File: src/design/bbr_pkg.sv
// ----------------------------------------------------------------------------
// bbr_pkg
// Shared types, register indexes and fixed-point helpers for the box
// boundary reflection pipeline.
// ----------------------------------------------------------------------------
package bbr_pkg;

  // Signed Q16.16 value and a three-component vector of them.
  typedef logic signed [31:0] q16_t;
  typedef q16_t vec3_t [3];

  // Load enables for the two register stages inside one lane.
  typedef struct packed {
    logic stage_a;
    logic stage_b;
  } bbr_ctl_t;

  // Configuration register indexes.
  localparam logic [2:0] REG_FWD_X  = 3'd0;
  localparam logic [2:0] REG_FWD_Y  = 3'd1;
  localparam logic [2:0] REG_FWD_Z  = 3'd2;
  localparam logic [2:0] REG_INV_X  = 3'd3;
  localparam logic [2:0] REG_INV_Y  = 3'd4;
  localparam logic [2:0] REG_INV_Z  = 3'd5;
  localparam logic [2:0] REG_MARGIN = 3'd6;
  localparam logic [2:0] REG_REST   = 3'd7;

  // Register reset values (unit x and y rows, a z row of one half, small
  // margin, half bounce).
  localparam logic [63:0] ROW_X_RESET  = 64'h0000_0000_0000_0800;
  localparam logic [63:0] ROW_Y_RESET  = 64'h0000_0000_0800_0000;
  localparam logic [63:0] ROW_Z_RESET  = 64'h0000_0400_0000_0000;
  localparam logic [15:0] MARGIN_RESET = 16'd66;
  localparam logic [15:0] REST_RESET   = 16'd32768;

  // One in Q16.16, the upper wall of the unit box.
  localparam logic signed [31:0] ONE_Q16 = 32'sd65536;

  localparam logic signed [40:0] SAT_MAX = 41'sd2147483647;
  localparam logic signed [40:0] SAT_MIN = -SAT_MAX - 41'sd1;

  // Signed Q5.11 word k of a packed matrix row.
  function automatic logic signed [15:0] row_word(input logic [63:0] row,
                                                  input logic [1:0] k);
    return $signed(row[16*k +: 16]);
  endfunction

  // Clamp a wide value to the signed 32-bit range.
  function automatic q16_t sat_q16(input logic signed [40:0] v);
    q16_t r;
    if (v > SAT_MAX) begin
      r = 32'sh7fff_ffff;
    end else if (v < SAT_MIN) begin
      r = 32'sh8000_0000;
    end else begin
      r = v[31:0];
    end
    return r;
  endfunction

  // Q.27 sum to Q16.16: round half up, then saturate.
  function automatic q16_t round_sat11(input logic signed [50:0] acc);
    logic signed [51:0] biased;
    logic signed [40:0] shifted;
    biased  = 52'(acc) + 52'sd1024;
    shifted = 41'(biased >>> 11);
    return sat_q16(shifted);
  endfunction

endpackage

File: src/design/bbr_bounce_lane.sv
// ----------------------------------------------------------------------------
// bbr_bounce_lane
// Wall test for one axis of the unit box. On a hit the position is moved
// to the inset and the velocity is scaled by minus the restitution.
// ----------------------------------------------------------------------------
module bbr_bounce_lane (
  input  logic              clk,
  input  bbr_pkg::bbr_ctl_t ctl,
  input  logic [15:0]       margin,
  input  logic [15:0]       rest,
  input  bbr_pkg::q16_t     pos_in,
  input  bbr_pkg::q16_t     vel_in,
  output bbr_pkg::q16_t     pos_out,
  output bbr_pkg::q16_t     vel_out
);
  import bbr_pkg::*;

  q16_t               pos_clamped;
  logic               hit;
  q16_t               pos_held;
  q16_t               vel_held;
  logic               hit_held;
  logic signed [48:0] prod;
  logic signed [49:0] neg_prod;
  logic signed [49:0] biased;
  logic signed [40:0] scaled;

  // Positions exactly on a wall count as inside.
  always_comb begin
    hit         = 1'b0;
    pos_clamped = pos_in;
    if (pos_in < 32'sd0) begin
      hit         = 1'b1;
      pos_clamped = $signed({16'b0, margin});
    end else if (pos_in > ONE_Q16) begin
      hit         = 1'b1;
      pos_clamped = ONE_Q16 - $signed({16'b0, margin});
    end
  end

  // First stage: clamp and the velocity times restitution product.
  always_ff @(posedge clk) begin
    if (ctl.stage_a) begin
      pos_held <= pos_clamped;
      vel_held <= vel_in;
      hit_held <= hit;
      prod     <= vel_in * $signed({1'b0, rest});
    end
  end

  // Negate, round half up from Q.32 to Q16.16.
  always_comb begin
    neg_prod = -50'(prod);
    biased   = neg_prod + 50'sd32768;
    scaled   = 41'(biased >>> 16);
  end

  // Second stage: pick the bounced or the unchanged velocity.
  always_ff @(posedge clk) begin
    if (ctl.stage_b) begin
      pos_out <= pos_held;
      vel_out <= hit_held ? sat_q16(scaled) : vel_held;
    end
  end

endmodule

File: config.mk
export PLATFORM = sky130hd
export DESIGN_NAME = bbr_bounce_lane
export DESIGN_NICKNAME = d
export VERILOG_FILES = /design/src/design/bbr_pkg.sv /design/src/design/bbr_bounce_lane.sv
export SDC_FILE = /design/constraint.sdc
export NUM_CORES = 2
export LEC_CHECK = 0
export BUFFER_PORTS_ARGS = -buffer_cell sky130_fd_sc_hd__buf_2
export CORE_MARGIN = 1.5
export CORE_UTILIZATION = 45
export CTS_CLUSTER_SIZE = 40
export DETAILED_ROUTE_END_ITERATION = 8
export PLACE_DENSITY_LB_ADDON = 0.08
export REMOVE_ABC_BUFFERS = 1
export SLEW_MARGIN = 20
export SYNTH_ARGS = -nofsm -noshare
export SYNTH_HDL_FRONTEND = slang
export SYNTH_SLANG_ARGS = --single-unit
File: constraint.sdc
create_clock -name clk -period 8.88 [get_ports clk]
set_input_delay 0.888 -clock clk [delete_from_list [all_inputs] [get_ports clk]]
set_output_delay 0.888 -clock clk [all_outputs]
set_load 0.03 [all_outputs]
* Yosys cells after proc, flatten, opt, wreduce, memory -nomap -nowiden
Index checks and enable logic that the tools add are counted.
Operators by class: $add $sub $neg 3, multipliers 1, magnitude comparators 4, muxes and demuxes 6
Operators with widths (count):
- $mux 32 | 4
- $add 50x17->50 const B | 1
- $neg 49->50 | 1
- $mul 32x17->49 | 1
- $gt 34x32->1 const B | 1
- $lt 34x32->1 const B | 1
- $gt 32x18->1 const B | 1
- $lt 32x1->1 const B | 1
- $sub 17x16->18 const A | 1
- $mux 16 | 1
- $mux 1 | 1
Storage, ports and cells: register bits after elaboration 178, input port bits 99, output and inout port bits 64

* Logic depth before layout (Yosys ltp)
depth in word-level cells 6, mapped depth 24

* Worst setup path before layout
OpenSTA, ideal clock, no wires.
path kind input to register, start in vel_in[31], end reg prod[46] (data pin), setup time 0.278 ns, arrival 6.600 ns, data required time 8.602 ns, setup slack 2.002 ns, stages on the path 20, path through clkbuf_1 > nand2_1 > fa_1 > inv_1 > fa_1 > fa_1 > fa_1 > fa_1 > inv_1 > fa_1 > inv_1 > ha_1 > a21o_1 > o21bai_1 > a21o_1 > a21oi_1 > o21bai_1 > or3_1 > nand3_1 > a311oi_1
Between the ends: cells in the longest elaborated chain, start to end 1
RTL lines:
- from (decl) | RTL line bbr_bounce_lane.sv:12 | input bbr_pkg::q16_t vel_in,
- $mul 32x17->49 | RTL line bbr_bounce_lane.sv:47 | prod <= vel_in * $signed({1'b0, rest});
- to (signal assigned) | RTL line bbr_bounce_lane.sv:47
- to (decl) | RTL line bbr_bounce_lane.sv:23 | logic signed [48:0] prod;
Every way passes these cells. A chain may end at the register's enable or synchronous reset.

* Worst setup path in the final report
start in rest[2], end reg prod[46] (data pin)
Between the ends: cells in the longest elaborated chain, start to end 1
RTL lines:
- from (decl) | RTL line bbr_bounce_lane.sv:10 | input logic [15:0] rest,
- $mul 32x17->49 | RTL line bbr_bounce_lane.sv:47
Every way passes these cells.

==> key figures <==
Yosys
  – Post-Syn Area: 25,490 µm²
  – Largest cells by area after synthesis: fa_1 38%, edfxtp_1 21%, inv_1 8.5%, and2_1 5.9%, ha_1 5.8%
  – Ys Warns: 0
  – Post-synth top flop: edfxtp_1
  – Cells after synthesis: 2,566
  – Share of the synthesized area in the top cell type: 38.41%
  – Yosys cell types: 65
  – Post-synth EDFFs: 178
  – Post-synth ARST share: 0%
  – Seq/Total Area, Yosys: 20.97%
  – Post-synthesis register bit count: 178
  – Post-synth top area cell: fa_1
  – Syn_area_per_cell: 9.932 µm²

Routing
  – Final ANT Viol Nets: 0
  – WL per Instance: 18.18 µm
  – DR vias: 17,376
  – Number of remaining DRC errors: 0
  – Total Routed Length: 62.29 mm
  – Initial drt markers: 954
  – Vias/cell: 5.072
  – DRT Pass-1 Iters: 8

GRT
  – First-pass GRT wire length: 101.3 mm
  – Total GRT Usage: 22.53%
  – Initial antenna violation count: 2
  – Vias in the first global route: 18,720
  – Grt ovf: 0
  – Largest net degree at the start of global routing: 67

Clocking
  – Worst skew pair latency: 0.42 ns
  – PostCTS Resize Cnt: 0
  – CTS sink cnt: 178
  – Clock slew at reported path FFs: 0.07 ns
  – Hold_buf cts: 0
  – Max clock buf depth: 2
  – # Post-CTS Setup Buffers: 0
  – Root Driver: clkbuf_16
  – TritonCTS Buffers: 17
  – CTS tree: built
  – H-Tree Level Count: 4

Final layout
  – FILL cells: 5,331
  – # diodes: 0
  – Multi-input logic area: 17,580 µm²
  – Nets: 3,363
  – Area grow syn2layout: 7.933%
  – Sequential cell area: 5345 µm²
  – Layout cells sized above 1: 9.663%

Floorplanning
  – Ports: 163
  – Row Count: 87
  – Initial Utilization: 45.37%
  – DIE AREA: 58,070 µm²
  – Die Height: 241.0 µm
  – Core box area: 56,170 µm²
  – Die W: 241.0 µm

Placed design
  – Routability congestion estimate: 0.8502
  – DP Wirelength: 49.36 mm
  – Buffers added on ports: 162

Critical path
  – CP peak stage delay: 0.86 ns
  – CP Cell Sequence: buf_2 > nand2_1 > fa_1 > inv_1 > fa_1 > fa_1 > fa_1 > fa_1 > inv_1 > fa_1 > inv_1 > ha_1 > a21o_1 > o21bai_1 > a21o_1 > a21oi_1 > o21bai_1 > or3_1 > nand3_1 > a311oi_1
  – CP max-delay cell: fa_1
  – CP top delay family: adder cells
  – Setup crit start kind: input pin
  – Critical Path RT: 9.03 ns
  – Crit Path Class: in2reg
  – Crit Path Max Fanout: 32
  – Crit-path most repeated cell: fa_1
  – Crit. End Element: register
  – Register-to-register setup slack: 5.58 ns
  – Crit path arrival time: 7.44 ns
  – WP buf/inv: 4

Timing
  – Fin crit share: 82.03%
  – Fin crit period: 7.284 ns
  – Final Max Slew Viols: 0
  – Setup violators final: 0
  – Final setup TNS: 0 ns
  – Fmax: 137.3 MHz
  – Rel. slew slack: 31.97%
  – Skew final: 0.01321 ns
  – Fin. Hold Viols: 0
  – Worst Max-Slew Pin Slew: 1.014 ns
  – RSZ-0062 raised after global routing: no

Flow run
  – Maxcap violations: 0

Status
  – Status: completed

Min path
  – Worst hold path class: reg2reg
## path summary, 6_finish.rpt
| kind | cells past startpoint | from | endpoint |
|---|---|---|---|
| max | 20 | rest[2] | prod[46]$_DFFE_PP_ |
| min | 0 | pos_held[21]$_SDFFCE_PP0P_ | pos_out[21]$_DFFE_PP_ |
| max reg2reg | 8 | prod[29]$_DFFE_PP_ | vel_out[5]$_DFFE_PP_ |
| min reg2reg | 0 | pos_held[21]$_SDFFCE_PP0P_ | pos_out[21]$_DFFE_PP_ |
## metal layers
layer	vias up	share of wire, %	track usage [%]
met5	-	0	0
li1	7991	-	-
met3	31	5.1	2.379
met4	0	0.87	3.239
met2	455	46	35.96
met1	8899	48	33.93
## final cells by class
cell class              count  share of cell area [%]
clock inverters            14                  0.5822
well taps                 756                   3.439
multi-input cells        1712                   63.93
repair buffers            170                   3.175
inverters                 578                   7.887
flip-flops and latches    178                   19.43
clock buffers              18                   1.560
## registers in the layout (all words and copies together), names as in the netlist
signal / flops
hit_held: 1
pos_held: 32
pos_out: 32
prod: 49
vel_held: 32
vel_out: 32
## logic make-up (layout without fill, tap and decap cells)
kind of cell | count (synthesis) | count (layout) | synth area share, %
xor gates and xnor gates | 75 | 75 | 2.577
and+or+nand+nor | 762 | 762 | 14.87
buffers and inverters | 690 | 780 | 10.25
AOI/OAI and AO/OA | 220 | 220 | 5.700
other | 1 | 15 | 0.01471
adders and majority gates | 635 | 635 | 45.40
DFF | 178 | 178 | 20.97
muxes | 5 | 5 | 0.2209
## per-stage QoR
stage	cells	hold WS, ns	util, %	setup slack [ns]	instance area (µm²)
after floorplan	2468	0.4003	-	2.273	25100
after global placement	3394	0.4012	47.92	1.220	26920
after detailed placement	3394	0.4045	47.92	1.160	26920
after CTS	3426	0.4165	48.97	1.615	27510
after global routing	3426	0.4257	48.97	1.252	27510
final	3426	0.4173	48.97	1.596	27510
## cell usage after synthesis, types with 23 or more instances
cell type  count
nor2_1        78
and2_1       239
xor2_1        23
edfxtp_1     178
nand2_1      324
inv_1        578
a21oi_1       64
xnor2_1       52
ha_1         118
o21ai_0       33
a21o_1        30
clkbuf_1     109
fa_1         489
## placed cells by master (no fill, tap or decap), drive strengths merged, types with 6 or more instances in the layout
master / instances
or3: 14
a31oi: 6
buf: 170
fa: 489
o21ai: 36
a211oi: 7
nor3b: 7
and2: 240
o21bai: 9
nand2b: 7
nor2: 78
o211ai: 9
xnor2: 52
a21o: 30
nor3: 20
conb: 15
xor2: 23
nor4: 20
clkbuf: 18
a21oi: 83
maj3: 28
inv: 586
nand4: 9
nand3: 16
edfxtp: 178
nand2: 324
ha: 118
Power is not shown: default switching activity piles up to over one toggle a cycle in this logic, so the estimate is an artifact.
